**config.mk**
```make
export PLATFORM = sky130hd
export DESIGN_NAME = pdpt_front
export DESIGN_NICKNAME = d
export VERILOG_FILES = /design/src/design/pdpt_pkg.sv /design/src/design/pdpt_front.sv
export SDC_FILE = /design/constraint.sdc
export NUM_CORES = 1
export LEC_CHECK = 0
export BUFFER_PORTS_ARGS = -buffer_cell sky130_fd_sc_hd__buf_2
export CELL_PAD_IN_SITES_DETAIL_PLACEMENT = 0
export CELL_PAD_IN_SITES_GLOBAL_PLACEMENT = 1
export CORE_MARGIN = 5
export CORE_UTILIZATION = 32
export DETAILED_ROUTE_END_ITERATION = 6
export GPL_ROUTABILITY_DRIVEN = 0
export PLACE_DENSITY_LB_ADDON = 0.1
export SYNTH_ARGS = -nofsm -noshare
export SYNTH_HDL_FRONTEND = slang
export SYNTH_SLANG_ARGS = --single-unit
```
**constraint.sdc**
```tcl
create_clock -name i_clk -period 5.34 [get_ports i_clk]
set_input_delay 1.068 -clock i_clk [delete_from_list [all_inputs] [get_ports i_clk]]
set_output_delay 1.068 -clock i_clk [all_outputs]
set_load 0.01 [all_outputs]
```
**src/design/pdpt_pkg.sv**
```systemverilog
// Package: shared types and codes for the pixel defect persistence tracker.
`timescale 1ns / 1ps
package pdpt_pkg;

    localparam logic [1:0] MODE_CAND  = 2'd0;
    localparam logic [1:0] MODE_SWEEP = 2'd1;
    localparam logic [1:0] MODE_FLUSH = 2'd2;
    localparam logic [1:0] MODE_NOP   = 2'd3;

    localparam logic [1:0] ST_REPORT  = 2'd0;
    localparam logic [1:0] ST_DROPPED = 2'd1;
    localparam logic [1:0] ST_SWEPT   = 2'd2;

    typedef struct packed {
        logic [1:0]  mode;
        logic [11:0] pix_x;
        logic [11:0] pix_y;
        logic [15:0] confidence;
        logic [19:0] frame_idx;
    } t_in_item;

    typedef struct packed {
        logic [1:0]  status;
        logic [11:0] defect_x;
        logic [11:0] defect_y;
        logic [15:0] peak_confidence;
        logic [19:0] first_frame;
        logic [19:0] final_frame;
        logic [15:0] appearances;
        logic        last;
    } t_out_item;

endpackage

```
**src/design/pdpt_front.sv**
```systemverilog
// Front part: accepts item beats, drops ignored mode codes, feeds the queue.
`timescale 1ns / 1ps
module pdpt_front
    import pdpt_pkg::*;
(
    input  logic     i_clk,
    input  logic     i_rst_n,
    input  logic     push,
    input  t_in_item i_item,
    output logic     full,
    output logic     o_q_push,
    output t_in_item o_q_data,
    input  logic     i_q_full
);
    // register slice; mode three is classified as no-op and dropped here
    logic     r_vld;
    t_in_item r_item;
    logic     w_take;

    assign o_q_push = r_vld;
    assign o_q_data = r_item;
    assign full     = r_vld && i_q_full;
    assign w_take   = push && !full;

    always_ff @(posedge i_clk) begin
        if (!i_rst_n) begin
            r_vld <= 1'b0;
        end else begin
            if (w_take) begin
                r_vld  <= (i_item.mode != MODE_NOP);
                r_item <= i_item;
            end else if (r_vld && !i_q_full) begin
                r_vld <= 1'b0;
            end
        end
    end
endmodule

```
==> flow_summary.json, run 1 <==
{
  "outcome": "finished clean",
  "hold_class": "flop to flop",
  "cts-root-buf": "clkbuf_8",
  "rsz0062_at_grt": "no",
  "synth_seq_cells": 63,
  "drt_iter0_drc": 63,
  "hold_start": "o_q_push",
  "slowest_stage": "and2_4",
  "htreeDepth": 3,
  "post_cts_buffers": 0,
  "grt_pass1_wl_mm": 5.89,
  "die_w_um": 87.3,
  "ys_seq_area_frac": 0.984,
  "cts_max_path_buffers": 2,
  "yosysWarnings": 0,
  "n_antenna_cell": 0,
  "reg2reg_slack_ps": 3420,
  "finalSetupTns_ps": 0,
  "syn_area_um2": 1910,
  "skew_ps": 5.39,
  "final_hold_viol_count": 0,
  "fin_cells": 288,
  "r2r-end": "o_q_data[43]",
  "nets": 275,
  "leakagePower_nw": 1.21,
  "grt_pass1_vias": 1190,
  "cap_violations": 0,
  "setup_viol": 0,
  "seqPwrFrac": 0.569,
  "critical_path_class": "input pin to output port",
  "postCtsHoldBufs": 0,
  "endpoint_kind": "output port",
  "core_area_um2": 5850,
  "dieHeight_um": 87.3,
  "slowest_delay_ps": 160,
  "cpMostUsedCell": "buf_2",
  "path_clk_slew_ps": 60,
  "ir_drop_uv": 176,
  "slew_headroom": 0.502,
  "crit_family": "buffers and inverters",
  "grt_usage": 0.110,
  "syn_inst": 68,
  "drc": 0,
  "drive_gt1_frac": 0.685,
  "wl_per_cell_um": 14.3,
  "min_period_ps": 2530,
  "dieArea_um2": 7620,
  "io_pins": 130,
  "whs_path_depth": 2,
  "nFillCells": 531,
  "switching_power_w": 0.000199,
  "gr-total-overflow": 0,
  "rows": 28,
  "cts_tree": "built",
  "whs_ps": 629,
  "clk_latency_ps": 320,
  "first_pass_iters": 3,
  "p_int_w": 0.000810,
  "dp_cells": 273,
  "worst_r2r_path_depth": 3,
  "arrival_ps": 1460,
  "path_max_fanout": 3,
  "numCtsBuffers": 9,
  "antenna_found_initial": 0,
  "start_util": 0.327,
  "power_frac_clock": 0.366,
  "drv_slew": 0,
  "synthDistinctLibCells": 7,
  "worstPathRequired_ps": 4270,
  "cp.buffers_inverters": 2,
  "area_delta_synth_final_pct": 48.7,
  "min_to": "o_q_push",
  "worstReg2RegStart": "o_q_push",
  "cts.sinks": 63,
  "period_share": 0.473,
  "postCtsResizedCells": 0,
  "grt_max_degree": 36,
  "combinationalPowerShare": 0.065,
  "antenna_left": 0,
  "power_density_nw_per_um2": 354,
  "synth_fp_nets": 134,
  "crit_chain": "buf_2 > and2_4 > buf_2",
  "vias": 1157,
  "switching_share": 0.197,
  "vias_per_cell": 4.02,
  "worstMarginPinSlew_ps": 745,
  "cp-start-kind": "input pin",
  "max_clock_freq_mhz": 396,
  "finalWirelength_mm": 4.11,
  "portBuffers": 129,
  "avgSynthCellArea_um2": 28.1
}
==> per-layer routing <==
metal / wire length, um / vias to the layer above / track usage / part of all wire
met1: 1380 / 528 / 0.109 / 0.34
li1: - / 554 / - / -
met5: 0 / - / 0 / 0
met4: 72 / 0 / 0.0628 / 0.018
met2: 2070 / 68 / 0.173 / 0.51
met3: 582 / 7 / 0.0710 / 0.14
==> power groups by stage <==
stage          Clock (W)  Combinational (W)  Sequential, W
6_report        0.000369          0.0000656       0.000574
5_1_grt         0.000412          0.0000715       0.000575
4_1_cts         0.000384          0.0000676       0.000574
3_5_place_dp           0          0.0000674       0.000584
3_3_place_gp           0          0.0000659       0.000584
2_1_floorplan          0         0.00000878       0.000598
==> cell usage after synthesis <==
cell,n,area (um2)
and2_4,1,8.76
nand2_1,1,3.75
o21a_1,1,7.51
nor2_1,1,3.75
dfxtp_1,1,20.0
edfxtp_1,62,1860
a21boi_0,1,7.51
==> worst register-to-register path, cell delays in order (launching register included) <==
cell and delay, ps:
dfxtp_1 310, and2_4 150, nor2_4 590, buf_4 510
==> kinds of logic (layout without fill, tap and decap cells) <==
logic type             after synthesis  in the layout  synth area share
AOI/OAI and AO/OA                    2              2           0.00785
and+or+nand+nor                      3              3           0.00850
DFF                                 63             63             0.984
buffers and inverters                0            145                 0
==> worst max-delay path by stage <==
stage                   from           end  cells after the start
floorplan           i_q_full   o_q_data[0]                      2
global placement    i_q_full   o_q_data[2]                      4
detailed placement  i_q_full  o_q_data[50]                      4
CTS                 i_q_full          full                      3
global route        i_q_full  o_q_data[17]                      4
finish              i_q_full          full                      3
==> through the flow <==
step | worst slack, ps | util | power (W) | instance area, um2
finish | 2810 | 0.486 | 0.00101 | 2850
global route | 2760 | 0.486 | 0.00106 | 2850
CTS | 2810 | 0.486 | 0.00103 | 2850
detailed placement | 2490 | 0.456 | 0.000652 | 2670
global placement | 2570 | 0.456 | 0.000649 | 2670
floorplan | 1020 | - | 0.000607 | 1910
==> sequential cells by signal (all words and copies together), names as in the netlist <==
| signal | flops |
|---|---|
| o_q_push | 1 |
| o_q_data | 62 |
==> final cells by class <==
| cell class | count | area [um2] | share of cell area |
|---|---|---|---|
| Clock inverter | 5 | 50.0 | 0.0176 |
| Clock buffer | 10 | 128 | 0.0449 |
| Multi-Input combinational cell | 5 | 38.8 | 0.0136 |
| Sequential cell | 63 | 1880 | 0.661 |
| Tap cell | 75 | 93.8 | 0.0330 |
| Timing Repair Buffer | 130 | 653 | 0.230 |
==> placed cells by master, fill, tap and decap left out, drive strengths merged <==
master	count
bufinv	1
dfxtp	1
nand2	1
clkbuf	10
buf	130
edfxtp	62
a21boi	1
nor2	1
o21a	1
clkinv	4
and2	1
No activity file was read; power rests on OpenSTA's default activity.
==> run 2: changes to the inputs <==
--- a/config.mk
+++ b/config.mk
@@ -9,7 +9,7 @@
 export CELL_PAD_IN_SITES_DETAIL_PLACEMENT = 0
 export CELL_PAD_IN_SITES_GLOBAL_PLACEMENT = 1
 export CORE_MARGIN = 5
-export CORE_UTILIZATION = 32
+export CORE_UTILIZATION = 29
 export DETAILED_ROUTE_END_ITERATION = 6
 export GPL_ROUTABILITY_DRIVEN = 0
 export PLACE_DENSITY_LB_ADDON = 0.1
==> constraint.sdc (replaced) <==
create_clock -name i_clk -period 2.05 [get_ports i_clk]
set_input_delay 0.41 -clock i_clk [delete_from_list [all_inputs] [get_ports i_clk]]
set_output_delay 0.41 -clock i_clk [all_outputs]
set_load 0.01 [all_outputs]
==> run 2 against run 1 <==
Against the previous run: wire length is 3.0% higher; total power rose to 2.6 times the previous value; critical path depth fell by 1; sequential power grew to 2.6 times the previous value; setup slack worse by 2100 ps; via count increased by 2.2%; core utilization down 3.8 points; critical endpoint unchanged; register-to-register slack lost 2600 ps; combinational power rose to 2.7 times the previous value; clock-buffer cell count grew 1; cell count grew 1.0%.
==> flow_summary.json, run 2 (synthesis gave the netlist of run 1 again) <==
{
  "cts_max_path_buffers": 2,
  "drv_slew": 0,
  "p_int_w": 0.00212,
  "antenna_left": 0,
  "numCtsBuffers": 9,
  "htreeDepth": 3,
  "switching_power_w": 0.000528,
  "skew_ps": 3.94,
  "period_share": 0.660,
  "area_delta_synth_final_pct": 49.6,
  "cp-start-kind": "flop",
  "switching_share": 0.200,
  "largest_reg_flops": 62,
  "dieHeight_um": 91.2,
  "vias": 1183,
  "finalWirelength_mm": 4.23,
  "worstMarginPinSlew_ps": 328,
  "cap_violations": 0,
  "min_period_ps": 1350,
  "endpoint_kind": "output port",
  "grt_usage": 0.101,
  "first_pass_iters": 3,
  "post_cts_buffers": 0,
  "gr-total-overflow": 0,
  "dieArea_um2": 8320,
  "ir_drop_uv": 550,
  "power_frac_clock": 0.369,
  "drive_gt1_frac": 0.678,
  "rsz0062_at_grt": "no",
  "slew_headroom": 0.781,
  "cts-root-buf": "clkbuf_8",
  "die_w_um": 91.2,
  "io_pins": 130,
  "power_density_nw_per_um2": 924,
  "path_clk_slew_ps": 70,
  "multi_input_area_um2": 38.8,
  "grt_pass1_wl_mm": 6.47,
  "worstPathRequired_ps": 1640,
  "nets": 275,
  "max_clock_freq_mhz": 739,
  "combinationalPowerShare": 0.066,
  "cts.sinks": 63,
  "regArea_um2": 1880,
  "finalSetupTns_ps": 0,
  "worstReg2RegStart": "o_q_push",
  "setup_viol": 0,
  "postCtsHoldBufs": 0,
  "crit_path_start": "o_q_push",
  "critical_path_class": "flop to output port",
  "rows": 29,
  "postCtsResizedCells": 0,
  "drc": 0,
  "grt_max_degree": 63,
  "path_max_fanout": 3,
  "dpl_worst_slack_ps": 589,
  "antenna_found_initial": 0,
  "portBuffers": 129,
  "start_util": 0.300,
  "final_common_cell": "buf_2",
  "drt_iter0_drc": 30,
  "leakagePower_nw": 1.22,
  "wl_per_cell_um": 14.5,
  "grt_pass1_vias": 1305,
  "hold_class": "input pin to flop",
  "setup_ws_ps": 697,
  "final_cell_mix": "buf_2, edfxtp_1, clkbuf_8, clkinv_2, clkbuf_1",
  "n_antenna_cell": 0,
  "vias_per_cell": 4.07,
  "core_area_um2": 6390,
  "hold_start": "i_item[3]",
  "seqPwrFrac": 0.565,
  "nFillCells": 582,
  "final_hold_viol_count": 0,
  "outcome": "finished clean",
  "arrival_ps": 940,
  "clk_latency_ps": 320,
  "cts_tree": "built"
}
## run 2: changes by cell type in the layout (fill, tap and decap cells not counted)
cell / delta
clkbuf_1: +1
buf_4: -1
clkinv_1: +1
buf_12: +1
clkinv_2: -1
## run 2: worst paths after layout
kind / end / slack [ps] / cells past startpoint
worst max-delay path: full / 700 / 2
worst max register to register: o_q_data[23] / 810 / 3
worst min-delay path: o_q_data[3] / 260 / 1
worst min register to register: o_q_push / 650 / 2
## run 2: critical path: stages (launching register included)
cell and delay [ps]:
dfxtp_1 330, and2_4 160, buf_2 130
## run 2: through the flow
step                std cells  hold slack (ps)  utilization  cell area (um2)  total power [W]
floorplan                  68              509            -             1920          0.00158
global placement          275              586        0.420             2680          0.00170
detailed placement        275              588        0.420             2680          0.00170
CTS                       291              235        0.448             2860          0.00269
global route              291              232        0.448             2860          0.00277
finish                    291              261        0.448             2860          0.00265
## run 2: power groups by stage
stage | Combinational (W) | Sequential (W) | Clock [W]
6_report | 0.000175 | 0.00149 | 0.000977
5_1_grt | 0.000191 | 0.00150 | 0.00108
4_1_cts | 0.000180 | 0.00149 | 0.00102
3_5_place_dp | 0.000180 | 0.00152 | 0
3_3_place_gp | 0.000175 | 0.00152 | 0
2_1_floorplan | 0.0000245 | 0.00155 | 0
## run 2: layer usage
metal	vias up	routed length (um)	GRT usage
li1	555	-	-
met1	531	1590	0.111
met2	88	1910	0.153
met3	9	648	0.0587
met4	0	82	0.0550
met5	-	0	0
## run 2: final cells by class
type | instances | area share
clock buffers | 11 | 0.0459
clock inverters | 5 | 0.0170
multi-input cells | 5 | 0.0135
flip-flops and latches | 63 | 0.657
well taps | 77 | 0.0337
repair buffers | 130 | 0.233
