===== config.mk =====
export PLATFORM = sky130hd
export DESIGN_NAME = pdpt_fifo
export DESIGN_NICKNAME = d
export VERILOG_FILES = /design/src/design/pdpt_pkg.sv /design/src/design/pdpt_fifo.sv
export SDC_FILE = /design/constraint.sdc
export NUM_CORES = 1
export LEC_CHECK = 0
export ABC_AREA = 1
export BUFFER_PORTS_ARGS = -buffer_cell sky130_fd_sc_hd__buf_4
export CAP_MARGIN = 10
export CORE_ASPECT_RATIO = 0.5
export CORE_MARGIN = 2
export CORE_UTILIZATION = 59
export CTS_BUF_LIST = sky130_fd_sc_hd__clkbuf_2
export CTS_CLUSTER_SIZE = 10
export DETAILED_ROUTE_END_ITERATION = 10
export MAX_ROUTING_LAYER = met4
export PLACE_DENSITY = 0.88
export SKIP_LAST_GASP = 1
export SLEW_MARGIN = 5
export SYNTH_ARGS = -nofsm -noshare
export SYNTH_HDL_FRONTEND = slang
export SYNTH_SLANG_ARGS = --single-unit

===== constraint.sdc =====
create_clock -name i_clk -period 5.7 [get_ports i_clk]
set_clock_uncertainty 0.05 [all_clocks]
set_input_delay 0.285 -clock i_clk [delete_from_list [all_inputs] [get_ports i_clk]]
set_output_delay 0.285 -clock i_clk [all_outputs]
set_load 0.1 [all_outputs]

===== src/design/pdpt_pkg.sv =====
// Package: shared types and codes for the pixel defect persistence tracker.
`timescale 1ns / 1ps
package pdpt_pkg;

    localparam logic [1:0] MODE_CAND  = 2'd0;
    localparam logic [1:0] MODE_SWEEP = 2'd1;
    localparam logic [1:0] MODE_FLUSH = 2'd2;
    localparam logic [1:0] MODE_NOP   = 2'd3;

    localparam logic [1:0] ST_REPORT  = 2'd0;
    localparam logic [1:0] ST_DROPPED = 2'd1;
    localparam logic [1:0] ST_SWEPT   = 2'd2;

    typedef struct packed {
        logic [1:0]  mode;
        logic [11:0] pix_x;
        logic [11:0] pix_y;
        logic [15:0] confidence;
        logic [19:0] frame_idx;
    } t_in_item;

    typedef struct packed {
        logic [1:0]  status;
        logic [11:0] defect_x;
        logic [11:0] defect_y;
        logic [15:0] peak_confidence;
        logic [19:0] first_frame;
        logic [19:0] final_frame;
        logic [15:0] appearances;
        logic        last;
    } t_out_item;

endpackage


===== src/design/pdpt_fifo.sv =====
// Short queue of item beats between the front and back parts.
`timescale 1ns / 1ps
module pdpt_fifo
    import pdpt_pkg::*;
(
    input  logic     i_clk,
    input  logic     i_rst_n,
    input  logic     i_push,
    input  t_in_item i_data,
    output logic     o_full,
    input  logic     i_pop,
    output logic     o_empty,
    output t_in_item o_data
);
    // two-entry queue
    t_in_item   r_mem [2];
    logic       r_wp, r_rp;
    logic [1:0] r_cnt;

    assign o_full  = (r_cnt == 2'd2);
    assign o_empty = (r_cnt == 2'd0);
    assign o_data  = r_mem[r_rp];

    always_ff @(posedge i_clk) begin
        if (!i_rst_n) begin
            r_wp  <= 1'b0;
            r_rp  <= 1'b0;
            r_cnt <= 2'd0;
        end else begin
            if (i_push && !o_full) begin
                r_mem[r_wp] <= i_data;
                r_wp        <= ~r_wp;
            end
            if (i_pop && !o_empty) r_rp <= ~r_rp;
            r_cnt <= r_cnt + {1'b0, (i_push && !o_full)} - {1'b0, (i_pop && !o_empty)};
        end
    end
endmodule


==> impl_metrics.tcl, run 1 <==
set metrics [dict create \
    status "completed" \
    die_x_um 135 \
    max_stage_delay_ns 1.13 \
    synth_ff_type "edfxtp_1" \
    whs_endpoint "r_mem[0][53]$_DFFE_PP_" \
    reg2regPathDepth 6 \
    clk_latency_ns 0.68 \
    design_area_um2 6920 \
    synth_edf_count 124 \
    drv_cap 0 \
    first_pass_iters 5 \
    period_minus_slack_ns 2.87 \
    root_buffer "clkbuf_2" \
    cp-end-kind "output port" \
    hp-class "input pin to flip-flop" \
    netlist-cell-type-count 13 \
    placed_cell_area_um2 6040 \
    grt_max_degree 63 \
    die-area_um2 9330 \
    synthCells 233 \
    path_class "flip-flop to output port" \
    via_per_inst 5.13 \
    cellPowerDensity_nw_per_um2 472 \
    hold_viol 0 \
    routed_wl_um 11000 \
    tightest_slew_ns 1.14 \
    setup_viol 0 \
    whs_path_depth 2 \
    clock_path_buffers 2 \
    clk_pin_slew_ns 0.19 \
    h-tree-depth 4 \
    p_leak_nw 2.76 \
    cts_tree "yes" \
    clock_sinks 129 \
    dp.cells 469 \
    timing.fmax_mhz 349 \
    synthArstFlopShare_pct 0 \
    layout_commonest_cell "buf_4" \
    drt-initial-drc-count 187 \
    die_y_um 69.3 \
    vias 2904 \
    layout-drive-gt1-share_pct 49.1 \
    peakVddDrop_mv 0.516 \
    first_global_vias 3105 \
    dp_slack_ns 3.55 \
    globalRouteTotalUtil_pct 26.0 \
    ff2ff_setup_slack_ns 3.52 \
    crit_slowest_cell "dfxtp_4" \
    mostFrequentLayoutCells "131 x buf_4, 124 x edfxtp_1, 65 x dlygate4sd3_1" \
    overflow 0 \
    fin_cells 566 \
    startpoint_type "flip-flop" \
    crit_required_ns 5.37 \
    reg2reg_to "r_mem[0][5]$_DFFE_PP_" \
    portBuffers 129 \
    row_count 23 \
    nets 509 \
    routedWlPerCell_um 19.4 \
    hpwlAfterDp_um 5770 \
    synth.net_count 301 \
    ctsResizeCount 0 \
    hp-start "i_data[53]" \
    post-route-drc-count 0 \
    slew_headroom_pct 23.9 \
    ys_warn_count 0 \
    boundaryPins 130 \
    finalWorstSetupSlack_ns 2.83 \
    cts_made_buffers 17 \
    core-area_um2 8140 \
    critical_path.max_fanout 62 \
    syn_to_final_growth_pct 37.6 \
    crit_path_cell_trace "mux2_2 -> buf_4" \
    synth_area_um2 5030 \
    fin_crit_sh_pct 50.3 \
    antenna_left 0 \
    antenna_found_initial 0 \
    grt_pass1_wl_um 16800 \
    synthesis.area_per_instance_um2 21.6 \
    rsz0062_at_grt "no" \
    seq_area_frac_synth_pct 76.0 \
    worst_r2r_startpoint "r_cnt[1]$_SDFF_PN0_" \
    start_util_pct 61.8 \
    gp_congestion 0.759 \
    slew_viol_final 0 \
    n_antenna_cell 0 \
    worstPathArrival_ns 2.53 \
    fin_util_pct 85.0 \
    synth-seq-cells 129 \
    tns_ns 0 \
]
## synth_stat cells (2+ instances only)
library cell,count,area share (%)
nand2_1,8,0.60
buf_12,6,2.4
dfxtp_1,5,2.0
o21ai_0,2,0.20
mux2_4,60,18
mux2_2,2,0.45
edfxtp_1,124,74
inv_1,10,0.75
ha_1,2,0.50
nor2_1,10,0.75
nand3_1,2,0.20
## final cells by class
type	count	area, µm²
flip-flops and latches	129	3830
repair buffers	196	1630
fillers	343	1220
multi-input cells	87	1050
clock inverters	14	146
well taps	112	140
clock buffers	18	90.1
inverters	10	37.5
## where the power goes
group	switching, mW	internal (mW)	total [mW]
logic	1.05	0.412	1.46
registers	0.101	1.14	1.24
clock network	0.328	0.236	0.564
total	1.48	1.79	3.27
## critical path, delay by kind of cell, from the launching register on
| kind | cells | cell delay, ns |
|---|---|---|
| buffers and inverters | 1 | 0.24 |
| flip-flops | 1 | 1.13 |
| multiplexers | 1 | 0.43 |
## state kept, by name (all words and copies together) (netlist names), named ones only
signal,count
r_cnt,2
r_wp,1
r_rp,1
r_mem,124
## routing by layer
| metal | vias to the layer above | share of wire [%] | GRT usage (%) |
|---|---|---|---|
| met5 | - | 0 | - |
| met4 | 0 | 3.6 | 15.2 |
| met3 | 36 | 5.1 | 7.89 |
| met2 | 129 | 52 | 42.5 |
| met1 | 1426 | 39 | 28.5 |
| li1 | 1313 | - | - |
## kinds of logic after synthesis
kind of cell / share of synthesized area, %
AO/OA/AOI/OAI: 0.298
buffers and inverters: 3.36
adder cells (fa/ha/maj): 0.497
AND/OR/NAND/NOR: 1.54
multiplexers: 18.3
flip-flops: 76.0
## worst max-delay path by stage
stage | startpoint | depth (start not counted) | endpoint | slack, ns
after CTS | flip-flop | 2 | o_data[0] | 2.80
after detailed placement | r_cnt[1]$_SDFF_PN0_ | 6 | r_mem[0][32]$_DFFE_PP_ | 3.55
after global routing | flip-flop | 2 | o_data[61] | 2.66
final | flip-flop | 2 | o_data[61] | 2.83
after global placement | flip-flop | 2 | o_data[0] | 3.61
after floorplan | r_cnt[1]$_SDFF_PN0_ | 3 | r_mem[1][0]$_DFFE_PP_ | 2.06
## stage by stage
step	power, mW	hold WS (ns)
final	3.27	0.253
after global routing	3.37	0.158
after CTS	3.25	0.210
after detailed placement	2.67	0.422
after global placement	2.64	0.420
after floorplan	2.45	0.328
## repair_timing
item / 4_1_cts / 5_1_grt
hold buffers: 65 / 0
setup buffers: 0 / 0
endpoints found under the hold margin: 129 / 0
Power figures use the tool's default switching activity.
==> run 2, diff against run 1 <==
- CORE_UTILIZATION: 59 -> 55
- PLACE_DENSITY: 0.88 -> 0.83
- clock period: 5.7 -> 2.8 ns (I/O delays scaled with it)
==> run 2 against run 1 <==
Effect of this change:
- sequential share of layout area fell by 0.59 points
- total power is 110% higher
- cell area grew 1.1%
- via count shrank 1.8%
- routed wire length shrank 1.6%
- highest routed layer unchanged
- combinational power grew 110%
- global-route usage down 2.6 points
- first-iteration DRC count grew 11%
- die area is 6.9% higher
==> impl_metrics.tcl, run 2 (synthesized netlist as in run 1, its figures left out) <==
set metrics [dict create \
    totalPowerFinal_mw 6.75 \
    h-tree-depth 4 \
    die_y_um 71.6 \
    peakVddDrop_mv 0.774 \
    boundaryPins 130 \
    root_buffer "clkbuf_2" \
    layout_commonest_cell "buf_4" \
    period_minus_slack_ns 2.56 \
    crit_required_ns 2.61 \
    cts_tree "yes" \
    routedWlPerCell_um 18.9 \
    drt-initial-drc-count 207 \
    first_global_vias 3136 \
    max_stage_delay_ns 0.74 \
    clock_path_buffers 2 \
    antenna_found_initial 1 \
    via_per_inst 4.97 \
    hpwlAfterDp_um 5970 \
    hold_viol 0 \
    multi_input_area_um2 1050 \
    tns_ns 0 \
    layout-drive-gt1-share_pct 50.2 \
    rsz0062_at_grt "no" \
    overflow 0 \
    p_leak_nw 2.80 \
    drv_cap 0 \
    tightest_slew_ns 0.561 \
    worstPathArrival_ns 2.37 \
    clock_sinks 129 \
    start_util_pct 57.2 \
    clk_pin_slew_ns 0.18 \
    row_count 24 \
    die_x_um 139 \
    first_pass_iters 4 \
    largest_registers "r_mem: 124 flops, r_cnt: 2 flops" \
    status "completed" \
    hp-class "input pin to flip-flop" \
    nets 511 \
    grt_max_degree 63 \
    critical_path.max_fanout 34 \
    dr_wl_met3_um 362 \
    vias 2852 \
    gp_congestion 0.666 \
    slew_viol_final 0 \
    cpLargestDelayFamily "flip-flops" \
    cp-end-kind "output port" \
    post-route-drc-count 0 \
    route.met2.wl_um 6050 \
    die-area_um2 9980 \
    cts_made_buffers 17 \
    n_fill_cell 486 \
    clk_latency_ns 0.67 \
    cellPowerDensity_nw_per_um2 965 \
    mostFrequentLayoutCells "131 x buf_4, 124 x edfxtp_1, 65 x dlygate4sd3_1" \
    core-area_um2 8800 \
    slew_headroom_pct 62.6 \
    ctsResizeCount 0 \
    top_layer_used "met4" \
    dp_slack_ns 0.866 \
    crit_slowest_cell "dfxtp_4" \
    largest_register_ffs 124 \
    antenna_left 0 \
    path_buf_inv 2 \
    setup_viol 0 \
    routed_wl_um 10800 \
    path_class "flip-flop to output port" \
    crit_path_cell_trace "buf_12 -> mux2_4 -> buf_4" \
    grt_pass1_wl_um 16400 \
    portBuffers 129 \
    fin_crit_sh_pct 91.3 \
    globalRouteTotalUtil_pct 23.5 \
    finalWorstSetupSlack_ns 0.244 \
    fin_util_pct 79.6 \
    startpoint_type "flip-flop" \
    syn_to_final_growth_pct 39.1 \
    seq_area_um2 3830 \
    largest_register "r_mem" \
    timing.fmax_mhz 391 \
    wl_met1_um 4160 \
]
run 2: worst paths after layout:
kind,start,end,slack [ns],depth (start not counted)
worst max-delay path,flip-flop,o_data[12],0.24,3
worst min-delay path,i_data[22],r_mem[1][22]$_DFFE_PP_,0.11,2
worst max register to register,r_cnt[1]$_SDFF_PN0_,r_mem[0][57]$_DFFE_PP_,0.79,6
worst min register to register,r_rp$_SDFFE_PN0P_,flip-flop,0.50,2
run 2: layout make-up:
cell class	instances	area share (%)
Multi-Input combinational cell	87	15.0
Sequential cell	129	54.7
Timing Repair Buffer	198	23.9
Antenna cell	1	0.0358
Tap cell	117	2.09
Inverter	10	0.536
Clock buffer	18	1.29
Clock inverter	14	2.43
run 2: report_power, final:
| part | internal, mW | leakage (nW) | switching, mW |
|---|---|---|---|
| registers | 2.32 | 1.18 | 0.130 |
| logic | 0.842 | 1.46 | 2.21 |
| clock network | 0.573 | 0.162 | 0.676 |
run 2: stage by stage:
stage | std cells | hold WS [ns] | cell area (µm²)
4_1_cts | 573 | 0.0601 | 7000
2_1_floorplan | 233 | 0.183 | 5040
3_3_place_gp | 476 | 0.275 | 6090
6_report | 574 | 0.113 | 7000
3_5_place_dp | 476 | 0.279 | 6090
5_1_grt | 574 | 0.0470 | 7000
run 2: repair_timing:
item | CTS | global route
hold endpoints to repair | 129 | 0
hold buffers | 65 | 0
endpoints found under the setup margin | 0 | 0
setup buffers | 0 | 0
run 2: metal layers:
layer  up-vias  track usage (%)
met1      1434             23.5
met5         -                -
met2        84             43.4
li1       1315                -
met3        19             5.35
met4         0             12.6
==> run 3, diff against run 2 <==
- ABC_AREA: 1 -> unset
- CORE_UTILIZATION: 55 -> 54
- PLACE_DENSITY: 0.83 -> 0.81
==> run 3 against run 2 <==
Effect of this change:
- setup slack better by 0.066 ns
- cell count decreased by 2.8%
- sequential share of layout area rose by 0.55 points
- combinational power decreased by 2%
- synthesized cell count fell by 6.0%
- worst hold slack gained 0.056 ns
- highest routed layer unchanged
==> impl_metrics.tcl, run 3 <==
set metrics [dict create \
    gp_congestion 0.698 \
    grt_pass1_wl_um 14400 \
    die_x_um 140 \
    rsz0062_at_grt "no" \
    n_antenna_cell 0 \
    slew_headroom_pct 62.8 \
    yosys-top-cells-count "124 x edfxtp_1, 60 x mux2_4, 6 x buf_12" \
    critical_path.max_fanout 33 \
    hpwlAfterDp_um 5790 \
    period_minus_slack_ns 2.49 \
    post-route-drc-count 0 \
    tightest_slew_ns 0.557 \
    synthCells 219 \
    synth-simple-area-share_pct 1.20 \
    startpoint_type "flip-flop" \
    synth_area_um2 5010 \
    row_count 24 \
    tns_ns 0 \
    muxShareOfSynthArea_pct 18.4 \
    grt_max_degree 63 \
    cellPowerDensity_nw_per_um2 929 \
    portBuffers 129 \
    routedWlPerCell_um 17.1 \
    p_leak_nw 2.75 \
    nets 496 \
    fin_crit_sh_pct 89.0 \
    overflow 0 \
    synth_most_common_cell "edfxtp_1" \
    routed_wl_um 9550 \
    cts_made_buffers 17 \
    largest_register_ffs 124 \
    h-tree-depth 4 \
    cp-end-kind "output port" \
    path_class "flip-flop to output port" \
    peakVddDrop_mv 0.878 \
    drt-initial-drc-count 155 \
    core-area_um2 8860 \
    netlist_top_cells_area "edfxtp_1 74%, mux2_4 18%, buf_12 2.4%" \
    synth_top_family_by_area "multiplexers" \
    seq_area_um2 3830 \
    netlist-cell-type-count 18 \
    crit_required_ns 2.61 \
    yosys.area.top_type_share_pct 74.3 \
    synth_fa_ha_area_share_pct 0.499 \
    synth_compound_area_share_pct 0.274 \
    hold_viol 0 \
    yosys.area.top_type "edfxtp_1" \
    cts_tree "yes" \
    mostFrequentLayoutCells "129 x buf_4, 124 x edfxtp_1, 65 x dlygate4sd3_1" \
    ys_warn_count 0 \
    layout-drive-gt1-share_pct 51.5 \
    synth_edf_count 124 \
    multi_input_area_um2 1060 \
    antenna_found_initial 0 \
    synth-seq-cells 129 \
    root_buffer "clkbuf_2" \
    crit_slowest_cell "dfxtp_4" \
    first_pass_iters 4 \
    synthArstFlopShare_pct 0 \
    start_util_pct 56.6 \
    synthesis.area_per_instance_um2 22.9 \
    fin_util_pct 78.2 \
    holdWs_ns 0.170 \
    cts_setup_buffers 0 \
    max_stage_delay_ns 0.75 \
    clock_sinks 129 \
    synth_xor_area_share_pct 0.524 \
    hp-class "input pin to flip-flop" \
    largest_registers "r_mem: 124 flops, r_cnt: 2 flops" \
    first_global_vias 2981 \
    largest_register "r_mem" \
    timing.fmax_mhz 402 \
    drv_cap 0 \
    slew_viol_final 0 \
    boundaryPins 130 \
    status "completed" \
    vias 2715 \
    clk_pin_slew_ns 0.18 \
    synth.net_count 287 \
    clk_latency_ns 0.62 \
    die_y_um 72.1 \
    synth_ff_type "edfxtp_1" \
    globalRouteTotalUtil_pct 20.3 \
    antenna_left 0 \
    worstPathArrival_ns 2.30 \
    layout_commonest_cell "buf_4" \
    setup_viol 0 \
    syn_to_final_growth_pct 38.2 \
    n_fill_cell 514 \
    die-area_um2 10100 \
    clock_path_buffers 2 \
    seq_area_frac_synth_pct 76.2 \
    crit_path_cell_trace "buf_12 -> mux2_4 -> buf_4" \
    via_per_inst 4.87 \
]
[run 3: changes by cell type in the layout (fill, tap and decap cells not counted), sizes merged, moves of 3 or more]
cell    delta
clkbuf     +6
inv        -7
clkinv     -3
nor2       -8
xnor2      +3
and2       +3
nand2      -7
[run 3: path summary, 6_finish.rpt]
check	start	endpoint	slack, ns	cells after the start
setup / recovery	flip-flop	o_data[27]	0.31	3
hold / removal	i_data[33]	r_mem[1][33]$_DFFE_PP_	0.17	2
setup reg to reg	r_cnt[0]$_SDFF_PN0_	r_cnt[1]$_SDFF_PN0_	0.92	9
hold reg to reg	r_wp$_SDFFE_PN0P_	r_wp$_SDFFE_PN0P_	0.51	2
[run 3: final cells by class]
| class | instances | area share [%] |
|---|---|---|
| repair buffers | 197 | 24.2 |
| inverters | 3 | 0.163 |
| multi-input cells | 80 | 15.3 |
| well taps | 117 | 2.11 |
| clock buffers | 24 | 1.73 |
| clock inverters | 8 | 1.26 |
| flip-flops and latches | 129 | 55.2 |
[run 3: kinds of logic (layout without fill, tap and decap cells)]
family                   count (synthesis)  after routing
adder cells (fa/ha/maj)                  2              2
AO/OA/AOI/OAI                            2              2
buffers and inverters                   10            232
multiplexers                            62             62
AND/OR/NAND/NOR                         11             11
XOR/XNOR                                 3              3
flip-flops                             129            129
[run 3: routing by layer]
layer	GRT usage (%)	part of all wire, %	vias up
li1	-	-	1275
met1	19.5	37	1338
met2	38.8	57	78
met3	5.74	4.1	24
met4	8.87	2.3	0
met5	-	0	-
[run 3: per-stage QoR]
stage          worst slack [ns]  total power, mW  cell area, µm²  cells
2_1_floorplan             0.123             4.95            5020    219
3_3_place_gp               1.00             5.33            6070    461
3_5_place_dp              0.959             5.39            6070    461
4_1_cts                   0.230             6.47            6930    558
5_1_grt                   0.113             6.64            6930    558
6_report                  0.309             6.44            6930    558
[run 3: timing repair]
item / in CTS / in global routing
endpoints found under the hold margin: 129 / 0
gates resized for setup: 0 / 0
hold buffers: 65 / 0
[run 3: worst max-delay path: cells and delay by family (launching register included)]
family                 cells  cell delay, ns
DFF                        1            0.75
buffers and inverters      2            0.56
muxes                      1            0.33
[run 3: report_power, final]
group | switching, mW | leakage [nW] | internal, mW | total [mW]
sequential | 0.127 | 1.18 | 2.29 | 2.42
clock | 0.606 | 0.147 | 0.423 | 1.03
combinational | 2.13 | 1.42 | 0.859 | 2.99
